==> config.mk <==
export PLATFORM = sky130hd
export DESIGN_NAME = img_rle_scanline_decoder
export DESIGN_NICKNAME = d
export VERILOG_FILES = /design/src/sv/rle_dec_pkg.sv /design/src/sv/rle_dec_core.sv /design/src/sv/rle_dec_fifo.sv /design/src/sv/img_rle_scanline_decoder.sv
export SDC_FILE = /design/constraint.sdc
export NUM_CORES = 1
export LEC_CHECK = 0
export ABC_AREA = 1
export BUFFER_PORTS_ARGS = -buffer_cell sky130_fd_sc_hd__buf_2
export CORE_MARGIN = 2
export CORE_UTILIZATION = 40
export CTS_CLUSTER_SIZE = 16
export DETAILED_ROUTE_END_ITERATION = 12
export PLACE_DENSITY = 0.67
export SYNTH_ARGS = -nofsm -noshare
export SYNTH_HDL_FRONTEND = slang
export SYNTH_SLANG_ARGS = --single-unit
==> constraint.sdc <==
create_clock -name clk_i -period 14.75 [get_ports clk_i]
set_input_delay 2.95 -clock clk_i [delete_from_list [all_inputs] [get_ports clk_i]]
set_output_delay 2.95 -clock clk_i [all_outputs]
set_load 0.03 [all_outputs]
==> src/sv/rle_dec_pkg.sv <==
// shared types and constants of the run-length scanline decoder
package rle_dec_pkg;

  localparam int unsigned RowW     = 13;
  localparam int unsigned PlaneW   = 3;
  localparam int unsigned PlaneCfW = 4;
  localparam int unsigned PatW     = 8;
  localparam int unsigned HeightW  = 15;
  localparam int unsigned CfgDataW = 15;
  localparam int unsigned ProdW    = 16;
  localparam int unsigned FifoDepth = 4;
  localparam int unsigned FifoPtrW  = 2;
  localparam int unsigned FifoCntW  = 3;

  localparam logic [7:0] OpBits   = 8'h80;
  localparam logic [7:0] OpVrep   = 8'hFF;
  localparam logic [7:0] FillOnes = 8'hFF;
  localparam logic [6:0] RunMask  = 7'h7F;
  localparam logic [PlaneCfW-1:0] MaxPlanes = 4'd8;
  localparam logic [HeightW-1:0]  MaxLines  = 15'h7FFF;

  typedef enum logic [1:0] {
    CFG_ROW_BYTES    = 2'd0,
    CFG_PLANE_COUNT  = 2'd1,
    CFG_PATTERN_LEN  = 2'd2,
    CFG_IMAGE_HEIGHT = 2'd3
  } cfg_idx_e;

  typedef enum logic [1:0] {
    KIND_LIT  = 2'd0,
    KIND_FILL = 2'd1,
    KIND_COPY = 2'd2,
    KIND_MARK = 2'd3
  } kind_e;

  typedef struct packed {
    kind_e             kind;
    logic [7:0]        value;
    logic [RowW-1:0]   count;
    logic [PlaneW-1:0] plane_index;
    logic              row_end;
    logic              scanline_end;
    logic [7:0]        repeat_lines;
    logic              image_end;
  } res_t;

  // results of one accepted input beat
  typedef struct packed {
    logic [1:0] num;
    res_t       r0;
    res_t       r1;
  } step_t;

endpackage

==> src/sv/rle_dec_core.sv <==
// opcode parser, row and scanline bookkeeping and configuration registers
module rle_dec_core (
  input  logic                                clk_i,
  input  logic                                rst_ni,
  input  logic                                cfg_we_i,
  input  rle_dec_pkg::cfg_idx_e               cfg_index_i,
  input  logic [rle_dec_pkg::CfgDataW-1:0]    cfg_data_i,
  input  logic                                accept_i,
  input  logic [7:0]                          data_byte_i,
  input  logic                                at_end_i,
  output rle_dec_pkg::step_t                  step_o
);
  import rle_dec_pkg::*;

  typedef enum logic [6:0] {
    PH_OPCODE     = 7'b0000001,
    PH_ZERO       = 7'b0000010,
    PH_VREP_MARK  = 7'b0000100,
    PH_VREP_COUNT = 7'b0001000,
    PH_BITS_LEN   = 7'b0010000,
    PH_BITS_DATA  = 7'b0100000,
    PH_PAT_DATA   = 7'b1000000
  } phase_e;

  logic [RowW-1:0]     row_bytes_q;
  logic [PlaneCfW-1:0] plane_count_q;
  logic [PatW-1:0]     pattern_len_q;
  logic [HeightW-1:0]  image_height_q;

  phase_e              phase_q, phase_d;
  logic [7:0]          bytes_left_q, bytes_left_d;
  logic [7:0]          pat_reps_q, pat_reps_d;
  logic [RowW-1:0]     pos_q, pos_d;
  logic [PlaneW-1:0]   plane_q, plane_d;
  logic [HeightW-1:0]  lines_q, lines_d;
  logic [7:0]          line_rep_q, line_rep_d;
  logic                finished_q, finished_d;

  function automatic res_t mk_res(kind_e k, logic [7:0] v, logic [RowW-1:0] c,
                                  logic [PlaneW-1:0] p);
    res_t r;
    r.kind         = k;
    r.value        = v;
    r.count        = c;
    r.plane_index  = p;
    r.row_end      = 1'b0;
    r.scanline_end = 1'b0;
    r.repeat_lines = 8'd1;
    r.image_end    = 1'b0;
    return r;
  endfunction

  always_comb begin
    logic [RowW-1:0]     room;
    logic [RowW-1:0]     room2;
    logic [RowW-1:0]     run;
    logic [ProdW-1:0]    copy;
    logic [7:0]          reps_m1;
    logic [7:0]          left_dec;
    logic                lit;
    logic                do_fin;
    logic                force_end;
    logic [PlaneCfW-1:0] planes;
    logic [HeightW-1:0]  height;
    logic [HeightW-1:0]  remaining;
    logic [HeightW-1:0]  rep;
    logic [HeightW:0]    sum;
    logic                scan_end;
    logic                img_end;
    res_t                r0;
    res_t                r1;
    logic [1:0]          num;

    phase_d      = phase_q;
    bytes_left_d = bytes_left_q;
    pat_reps_d   = pat_reps_q;
    pos_d        = pos_q;
    plane_d      = plane_q;
    lines_d      = lines_q;
    line_rep_d   = line_rep_q;
    finished_d   = finished_q;
    do_fin       = 1'b0;
    force_end    = 1'b0;
    num          = 2'd0;
    r0           = mk_res(KIND_MARK, 8'd0, '0, plane_q);
    r1           = mk_res(KIND_MARK, 8'd0, '0, plane_q);
    room         = (pos_q < row_bytes_q) ? row_bytes_q - pos_q : '0;
    room2        = room;
    run          = '0;
    copy         = '0;
    reps_m1      = (pat_reps_q != 8'd0) ? pat_reps_q - 8'd1 : 8'd0;
    left_dec     = '0;
    lit          = 1'b0;
    scan_end     = 1'b0;
    img_end      = 1'b0;
    rep          = '0;
    sum          = '0;
    planes       = '0;
    height       = '0;
    remaining    = '0;

    if (accept_i && !finished_q) begin
      if (at_end_i) begin
        phase_d      = PH_OPCODE;
        bytes_left_d = '0;
        pat_reps_d   = '0;
        do_fin       = 1'b1;
        force_end    = 1'b1;
      end else begin
        unique case (phase_q)
          PH_OPCODE: begin
            if (data_byte_i == 8'd0) begin
              phase_d = PH_ZERO;
            end else if (data_byte_i == OpBits) begin
              phase_d = PH_BITS_LEN;
            end else begin
              run = {6'd0, data_byte_i[6:0] & RunMask};
              if (run > room) run = room;
              if (run != '0) begin
                r0    = mk_res(KIND_FILL, data_byte_i[7] ? FillOnes : 8'd0, run, plane_q);
                num   = 2'd1;
                pos_d = pos_q + run;
              end
              do_fin = 1'b1;
            end
          end
          PH_ZERO: begin
            if (data_byte_i != 8'd0) begin
              pat_reps_d = data_byte_i;
              if (pattern_len_q == '0) begin
                phase_d = PH_OPCODE;
                do_fin  = 1'b1;
              end else begin
                bytes_left_d = pattern_len_q;
                phase_d      = PH_PAT_DATA;
              end
            end else begin
              phase_d = PH_VREP_MARK;
            end
          end
          PH_VREP_MARK: begin
            if (data_byte_i == OpVrep) begin
              phase_d = PH_VREP_COUNT;
            end else begin
              phase_d = PH_OPCODE;
              do_fin  = 1'b1;
            end
          end
          PH_VREP_COUNT: begin
            line_rep_d = (data_byte_i == 8'd0) ? 8'd1 : data_byte_i;
            phase_d    = PH_OPCODE;
            do_fin     = 1'b1;
          end
          PH_BITS_LEN: begin
            if (data_byte_i == 8'd0) begin
              phase_d = PH_OPCODE;
              do_fin  = 1'b1;
            end else begin
              bytes_left_d = data_byte_i;
              phase_d      = PH_BITS_DATA;
            end
          end
          PH_BITS_DATA, PH_PAT_DATA: begin
            lit = (room != '0);
            if (lit) begin
              r0    = mk_res(KIND_LIT, data_byte_i, RowW'(1), plane_q);
              num   = 2'd1;
              pos_d = pos_q + RowW'(1);
            end
            left_dec     = (bytes_left_q != 8'd0) ? bytes_left_q - 8'd1 : 8'd0;
            bytes_left_d = left_dec;
            if (left_dec == 8'd0) begin
              if (phase_q == PH_PAT_DATA) begin
                room2 = room - {{(RowW-1){1'b0}}, lit};
                // bytes of the copies that follow the first pattern
                copy  = ProdW'({8'd0, reps_m1} * {8'd0, pattern_len_q});
                if (copy > {{(ProdW-RowW){1'b0}}, room2}) copy = {{(ProdW-RowW){1'b0}}, room2};
                if (copy != '0) begin
                  if (lit) begin
                    r1  = mk_res(KIND_COPY, 8'd0, copy[RowW-1:0], plane_q);
                    num = 2'd2;
                  end else begin
                    r0  = mk_res(KIND_COPY, 8'd0, copy[RowW-1:0], plane_q);
                    num = 2'd1;
                  end
                  pos_d = pos_d + copy[RowW-1:0];
                end
              end
              phase_d = PH_OPCODE;
              do_fin  = 1'b1;
            end
          end
          default: begin
            phase_d = PH_OPCODE;
          end
        endcase
      end

      // row end, and with the last plane the scanline end
      if (do_fin && (force_end || pos_d >= row_bytes_q)) begin
        if (num == 2'd0) begin
          num = 2'd1;
        end
        pos_d  = '0;
        planes = (plane_count_q == '0) ? PlaneCfW'(1) :
                 ((plane_count_q > MaxPlanes) ? MaxPlanes : plane_count_q);
        if ({1'b0, plane_q} + PlaneCfW'(1) >= planes) begin
          scan_end  = 1'b1;
          height    = (image_height_q == '0) ? HeightW'(1) : image_height_q;
          remaining = (lines_q < height) ? height - lines_q : HeightW'(1);
          // a replication count taken in this beat already applies
          rep       = {7'd0, line_rep_d};
          if (rep > remaining) rep = remaining;
          sum       = {1'b0, lines_q} + {1'b0, rep};
          lines_d   = sum[HeightW] ? MaxLines : sum[HeightW-1:0];
          if (lines_d >= height) begin
            finished_d = 1'b1;
            img_end    = 1'b1;
          end
          plane_d    = '0;
          line_rep_d = 8'd1;
        end else begin
          plane_d = plane_q + PlaneW'(1);
        end
        if (num == 2'd2) begin
          r1.row_end      = 1'b1;
          r1.scanline_end = scan_end;
          r1.repeat_lines = scan_end ? rep[7:0] : 8'd1;
          r1.image_end    = img_end;
        end else begin
          r0.row_end      = 1'b1;
          r0.scanline_end = scan_end;
          r0.repeat_lines = scan_end ? rep[7:0] : 8'd1;
          r0.image_end    = img_end;
        end
      end
    end

    step_o.num = num;
    step_o.r0  = r0;
    step_o.r1  = r1;
  end

  always_ff @(posedge clk_i or negedge rst_ni) begin
    if (!rst_ni) begin
      row_bytes_q    <= RowW'(80);
      plane_count_q  <= PlaneCfW'(1);
      pattern_len_q  <= PatW'(2);
      image_height_q <= HeightW'(1);
    end else if (cfg_we_i) begin
      unique case (cfg_index_i)
        CFG_ROW_BYTES:    row_bytes_q    <= cfg_data_i[RowW-1:0];
        CFG_PLANE_COUNT:  plane_count_q  <= cfg_data_i[PlaneCfW-1:0];
        CFG_PATTERN_LEN:  pattern_len_q  <= cfg_data_i[PatW-1:0];
        CFG_IMAGE_HEIGHT: image_height_q <= cfg_data_i[HeightW-1:0];
        default: ;
      endcase
    end
  end

  always_ff @(posedge clk_i or negedge rst_ni) begin
    if (!rst_ni) begin
      phase_q      <= PH_OPCODE;
      bytes_left_q <= '0;
      pat_reps_q   <= '0;
      pos_q        <= '0;
      plane_q      <= '0;
      lines_q      <= '0;
      line_rep_q   <= 8'd1;
      finished_q   <= 1'b0;
    end else begin
      phase_q      <= phase_d;
      bytes_left_q <= bytes_left_d;
      pat_reps_q   <= pat_reps_d;
      pos_q        <= pos_d;
      plane_q      <= plane_d;
      lines_q      <= lines_d;
      line_rep_q   <= line_rep_d;
      finished_q   <= finished_d;
    end
  end

endmodule

==> src/sv/rle_dec_fifo.sv <==
// four-entry result queue that takes up to two results a cycle and gives one when popped
module rle_dec_fifo (
  input  logic               clk_i,
  input  logic               rst_ni,
  input  rle_dec_pkg::step_t push_i,
  input  logic               pop_i,
  output logic               not_empty_o,
  output logic               room2_o,
  output rle_dec_pkg::res_t  head_o
);
  import rle_dec_pkg::*;

  res_t                mem_q [FifoDepth];
  logic [FifoPtrW-1:0] wr_q, rd_q;
  logic [FifoCntW-1:0] cnt_q;
  logic                do_pop;

  assign do_pop      = pop_i && (cnt_q != '0);
  assign not_empty_o = (cnt_q != '0);
  // two free entries needed for the worst beat
  assign room2_o     = (cnt_q <= FifoCntW'(FifoDepth - 2));
  assign head_o      = mem_q[rd_q];

  always_ff @(posedge clk_i) begin
    if (push_i.num != 2'd0) begin
      mem_q[wr_q] <= push_i.r0;
    end
    if (push_i.num == 2'd2) begin
      mem_q[wr_q + FifoPtrW'(1)] <= push_i.r1;
    end
  end

  always_ff @(posedge clk_i or negedge rst_ni) begin
    if (!rst_ni) begin
      wr_q  <= '0;
      rd_q  <= '0;
      cnt_q <= '0;
    end else begin
      wr_q  <= wr_q + FifoPtrW'(push_i.num);
      rd_q  <= rd_q + FifoPtrW'(do_pop);
      cnt_q <= cnt_q + FifoCntW'(push_i.num) - FifoCntW'(do_pop);
    end
  end

endmodule

==> src/sv/img_rle_scanline_decoder.sv <==
// top level of the run-length scanline decoder
//
//  channel  direction  handshake               payload
//  in       sink       in_valid_i/in_stall_o   data_byte_i, at_end_i
//  out      source     out_valid_o/out_stall_i kind, value, count, plane_index, marks
//  cfg      sink       cfg_valid_i/cfg_ready_o cfg_index_i, cfg_data_i
//
// one input beat per cycle while in_stall_o is low; its results enter the queue at the accepting edge
// and are offered in order from the queue head, one result per output beat
// a beat with two results gives a literal beat and then a copy beat
// in_stall_o rises when the four-entry result queue has fewer than two free slots
// reset clears parser state, queue and registers to their defaults; no clearing pass
module img_rle_scanline_decoder (
  input  logic        clk_i,
  input  logic        rst_ni,
  input  logic        in_valid_i,
  output logic        in_stall_o,
  input  logic [7:0]  data_byte_i,
  input  logic        at_end_i,
  output logic        out_valid_o,
  input  logic        out_stall_i,
  output logic [1:0]  kind_o,
  output logic [7:0]  value_o,
  output logic [12:0] count_o,
  output logic [2:0]  plane_index_o,
  output logic        row_end_o,
  output logic        scanline_end_o,
  output logic [7:0]  repeat_lines_o,
  output logic        image_end_o,
  input  logic        cfg_valid_i,
  output logic        cfg_ready_o,
  input  logic [1:0]  cfg_index_i,
  input  logic [14:0] cfg_data_i
);
  import rle_dec_pkg::*;

  step_t step;
  res_t  head;
  logic  room2;
  logic  accept;

  assign cfg_ready_o = 1'b1;
  assign in_stall_o  = !room2;
  assign accept      = in_valid_i && room2;

  rle_dec_core u_core (
    .clk_i       (clk_i),
    .rst_ni      (rst_ni),
    .cfg_we_i    (cfg_valid_i),
    .cfg_index_i (cfg_idx_e'(cfg_index_i)),
    .cfg_data_i  (cfg_data_i),
    .accept_i    (accept),
    .data_byte_i (data_byte_i),
    .at_end_i    (at_end_i),
    .step_o      (step)
  );

  rle_dec_fifo u_fifo (
    .clk_i       (clk_i),
    .rst_ni      (rst_ni),
    .push_i      (step),
    .pop_i       (!out_stall_i),
    .not_empty_o (out_valid_o),
    .room2_o     (room2),
    .head_o      (head)
  );

  assign kind_o         = head.kind;
  assign value_o        = head.value;
  assign count_o        = head.count;
  assign plane_index_o  = head.plane_index;
  assign row_end_o      = head.row_end;
  assign scanline_end_o = head.scanline_end;
  assign repeat_lines_o = head.repeat_lines;
  assign image_end_o    = head.image_end;

endmodule

# Word-level counts from Yosys, hierarchy flattened
# Memories as Yosys holds them, arrays and structs flattened.
# Cells that the tools add are included.
# word_totals
mem_count,1
register_bits,110
in_bits,31
ram_bits,148
output_inout_bits,40
# op_classes
n_reduce_logical,37
order_cmp,10
mux,124
n_mul,1
n_eq_ne,19
add_sub_neg,16
# memory_table
name,words,width,rd,rd_ports_with_merged_regs,write_ports,line_no,source
u_fifo.mem_q,4,37,1,0,2,rle_dec_fifo.sv:13,res_t mem_q [FifoDepth];
# ops
cell,count
$mux W37,16
$mux W13,20
$mux W8,18
$mux W15,7
$mux W16,6
$pmux W37 S2,1
$mux W11,4
$mux W7,6
$mux W36,1
$pmux W7 S5,1
$add A13 B13 Y13,2
$mux W2,13
$pmux W13 S2,1
$reduce_bool A13 Y1,2
$logic_not A8 Y1,3
$pmux W8 S3,1
$reduce_bool A8 Y1,3
$mux W1,22
$add A15 B15 Y16,1
$eq A8 B8 Y1 const B,2
$gt A16 B13 Y1,1
$mul A8 B8 Y16,1
$reduce_bool A16 Y1,1
$sub A8 B1 Y8 const B,2
51 further kinds,72

# Logic depth before layout (Yosys ltp)
# depth
depth_word,31
mapped_depth,66

# Cells and area by module
# Synthesis repeated with hierarchy kept, for this count alone.
# unflattened
hier_cells,2990
hier_area_um2,21923.5
# modules_own_cells
mod,cells_each,instances,area_each_um2
rle_dec_core,2165,1,14164.8
rle_dec_fifo,819,1,7732.4
img_rle_scanline_decoder,6,1,26.3

# Worst setup path before layout
# No wires, ideal clock.
# synth_timing
path_type,register to register
from,register u_core.pat_reps_q[3]
to,memory u_fifo.mem_q[1][0] in the netlist's numbering (enable)
t_required_ps,14367
slack_ps,4416
path_stages_with_launch,59
period_less_slack_ps,10334
t_arrival_ps,9951
cell_sequence,dfrtp_1 nor2_1 inv_1 nor2_1 inv_1 nor4_1 nor3_1 inv_1 nor2_1 fa_1 fa_1 fa_1 inv_1 fa_1 inv_1 ha_1 a21oi_1 nand2_1 [23 not listed] nand3_1 nand2_1 nand2_1 nand2_1 ha_1 nand2_1 nor4b_1 nand4_1 o2111ai_1 nand2_1 nor2_2 nand2_1 nand3_4 nand2_2 buf_6 inv_2 nor2_4 inv_1
# synth_lines
element,line_no,source
start: declaration,rle_dec_core.sv:32,"logic [7:0] pat_reps_q, pat_reps_d;"
start signal: assignment,rle_dec_core.sv:274,pat_reps_q <= pat_reps_d;
end: declaration,rle_dec_fifo.sv:13,

==> run_results.csv <==
group,metric,value,unit
status,outcome,"complete, no violations",
synthesis,ys_seq_area_frac,0.322,
synthesis,yosys.area.top_type,"edfxtp_1",
sta,worst_slew_pin_slew,1.14,ns
sta,drv_slew,0,
sta,hold_ws,0.462,ns
sta,min_period,13.13,ns
layout,num-fill-cells,5390,
power_and_ir_drop,p_total,4.54,mW
sta,skew,0.0124,ns
clocking,cts.path.max_buffers,3,
drt,wirelength,63000,microns
grt,antenna_found_initial,0,
drt,via_per_inst,5.33,
power_and_ir_drop,power_density,197,mW/mm^2
setup_path,crit_path_start_kind,"register",
sta,slew-limit-headroom,0.238,
clocking,postCtsResizedCells,0,
synthesis,synth_ff_type,"edfxtp_1",
floorplan,die_area,0.0550,sq mm
sta,finalCritPeriodShare,0.890,
place,portBuffers,69,
drt,drc_errors,0,
setup_path,cp.required,15.00,ns
setup_path,slowest_stage,"nand2_1",
floorplan,initial_core_util,0.405,
layout,layout-drive-gt1-share,0.0747,
sta,layout_setup_ws,1.62,ns
clocking,clock_latency,0.58,ns
grt,grt_max_degree,77,
drt,wl_per_cell,17.1,microns
drt,drt_pass1_iterations,6,
synthesis,netlist_top_cells_area,"edfxtp_1, dfrtp_1, nand2_1",
place,place_worst_setup_slack,1.71,ns
place,gp_congestion,0.952,
sta,rsz0062_at_grt,"no",
layout,area_growth,8.61,%
clocking,htree_levels,1,
sta,finalHoldViolations,0,
setup_path,cpMostUsedCell,"nand2_1",
setup_path,end_kind,"register",
clocking,clk_pin_slew_worst_paths,0.06,ns
setup_path,critical-path-max-stage-delay,0.67,ns
synthesis,synth_top_area_frac,0.158,
synthesis,synth.avg_cell_area,7.25,sq um
place,place_hpwl,48600,microns
power_and_ir_drop,p_leak,11.1,nW
floorplan,num_rows,84,
job,maxCapViolCount,0,
setup_path,path_class,"register to register",
sta,finalSetupTns,0,ns
setup_path,path_buf_inv,10,
grt,grt_usage,0.228,
synthesis,syn-cell-area,0.0213,sq mm
synthesis,synth_edf_count,112,
drt,ant_nets,0,
synthesis,yosysUniqueCellTypes,61,
drt,vias,19600,
power_and_ir_drop,ir_drop,0.0000925,V
sta,fmax,76.1,MHz
setup_path,worstPathArrival,13.38,ns
clocking,cts_buffers,29,
synthesis,synth_common_cells,"nand2_1, inv_1, nor2_1",
clocking,clock-sinks,258,
hold_path,holdCritPathClass,"register to register",
synthesis,synthMostInstantiatedCell,"nand2_1",
clocking,post_cts_buffers,0,
drt,first_iter_violations,1748,
synthesis,postSynth.asyncResetShare,0.426,
floorplan,core_area,0.0526,sq mm
floorplan,die_y,235,microns
sta,finalSetupViolations,0,
layout,nNetsFinal,3216,
place,dpl_cell_area,0.0222,sq mm
setup_path,path_max_fanout,30,
floorplan,ioPinCount,71,
synthesis,synth_seq_cells,258,
synthesis,yosys_warnings,0,
clocking,cts_tree,"done",
layout,final_area,0.0231,sq mm
clocking,cts_root_buf,"clkbuf_16",
setup_path,critPathTopFamily,"simple AND/OR/NAND/NOR gates",
grt,grt_pass1_wl,99600,microns
grt,grt_pass1_vias,17900,
synthesis,synth_cells,2931,
floorplan,die_w,235,microns
clocking,hold_buffers,0,
grt,overflow,0,
layout,diodes,0,
==> registers in the layout (all words and copies together), names as in the netlist <==
| name | flops |
|---|---|
| u_core.finished_q | 1 |
| u_core.pattern_len_q | 8 |
| u_core.lines_q | 15 |
| u_core.line_rep_q | 8 |
| u_fifo.cnt_q | 3 |
| u_fifo.mem_q | 148 |
| u_core.bytes_left_q | 8 |
| u_fifo.rd_q | 2 |
| u_core.pat_reps_q | 8 |
| u_core.plane_q | 3 |
| u_core.plane_count_q | 4 |
| u_core.pos_q | 13 |
| u_core.image_height_q | 15 |
| u_core.phase_q | 7 |
| u_core.row_bytes_q | 13 |
| u_fifo.wr_q | 2 |
==> tightest hold or removal path: stages, from the launching register on <==
cell and delay (ns):
dfxtp_1 0.33, nand2_1 0.05, nand3_1 0.05
==> metal layers <==
layer  vias to the layer above  GRT usage  wire length, microns
met3                       103     0.0248                  3790
met5                         -          0                     0
met1                      9079      0.322                 29100
met2                       642      0.372                 28500
met4                         0     0.0568                  1620
li1                       9773          -                     -
==> stage by stage <==
step,util,std cells
2_1_floorplan,-,2942
3_3_place_gp,0.423,3622
3_5_place_dp,0.423,3622
4_1_cts,0.439,3675
5_1_grt,0.439,3675
6_report,0.439,3675
==> path summary, 6_finish.rpt <==
| check | from | to | slack (ns) | cells past startpoint |
|---|---|---|---|---|
| min in group asynchronous | rst_ni | u_core.lines_q[13] | 2.48 | 1 |
| max in group asynchronous | rst_ni | u_core.pos_q[5] | 11.15 | 2 |
| hold / removal | u_fifo.mem_q[0][36] | u_fifo.mem_q[0][36] | 0.46 | 2 |
| setup / recovery | u_core.pat_reps_q[3] | u_fifo.mem_q[3][26] | 1.62 | 58 |
| setup reg to reg | u_core.pat_reps_q[3] | u_fifo.mem_q[3][26] | 1.62 | 58 |
| hold reg to reg | u_fifo.mem_q[0][36] | u_fifo.mem_q[0][36] | 0.46 | 2 |
==> cell usage in the layout (no fill, tap or decap), types with 9 or more instances in the layout <==
master / Yosys / final
o21ai_1: 22 / 22
xnor2_1: 21 / 21
edfxtp_1: 112 / 112
nand3_1: 185 / 185
buf_4: 5 / 19
a31oi_1: 9 / 9
clkinv_1: 5 / 11
o21ai_0: 241 / 241
nand3_2: 14 / 14
buf_2: 15 / 68
nand4_1: 41 / 41
or2_2: 20 / 20
nor2_1: 350 / 350
dfxtp_1: 36 / 36
conb_1: 2 / 13
nand2_1: 630 / 630
o21bai_1: 14 / 14
a21oi_1: 128 / 128
o21ai_2: 11 / 11
nor2_2: 9 / 9
ha_1: 178 / 178
o22ai_1: 62 / 62
nor3_1: 30 / 30
inv_1: 409 / 408
inv_2: 10 / 11
fa_1: 42 / 42
o31ai_1: 21 / 21
xor2_1: 37 / 37
clkbuf_16: 0 / 30
dfrtp_1: 103 / 102
nor4_1: 14 / 14
==> cell families after synthesis <==
family / count (synthesis) / share of synthesized area
AO/OA/AOI/OAI: 547 / 0.145
XOR/XNOR: 58 / 0.0239
adder cells (fa/ha/maj): 220 / 0.144
buffers and inverters: 519 / 0.0955
flip-flops: 258 / 0.322
other: 2 / 0.000353
AND/OR/NAND/NOR: 1327 / 0.269
==> layout make-up <==
| class | count | area (sq um) | area share |
|---|---|---|---|
| multi-input combinational | 2165 | 12400 | 0.538 |
| sequential | 258 | 6850 | 0.296 |
| inverter | 424 | 1590 | 0.0689 |
| tap | 688 | 861 | 0.0373 |
| clock buffer | 36 | 783 | 0.0339 |
| timing repair buffer | 87 | 483 | 0.0209 |
| clock inverter | 17 | 100 | 0.00433 |
==> power breakdown <==
group,leakage (nW),internal (mW),switching (mW)
sequential,2.73,0.885,0.102
combinational,7.93,0.898,1.97
clock,0.430,0.377,0.311
No activity file was read; power rests on OpenSTA's default activity.
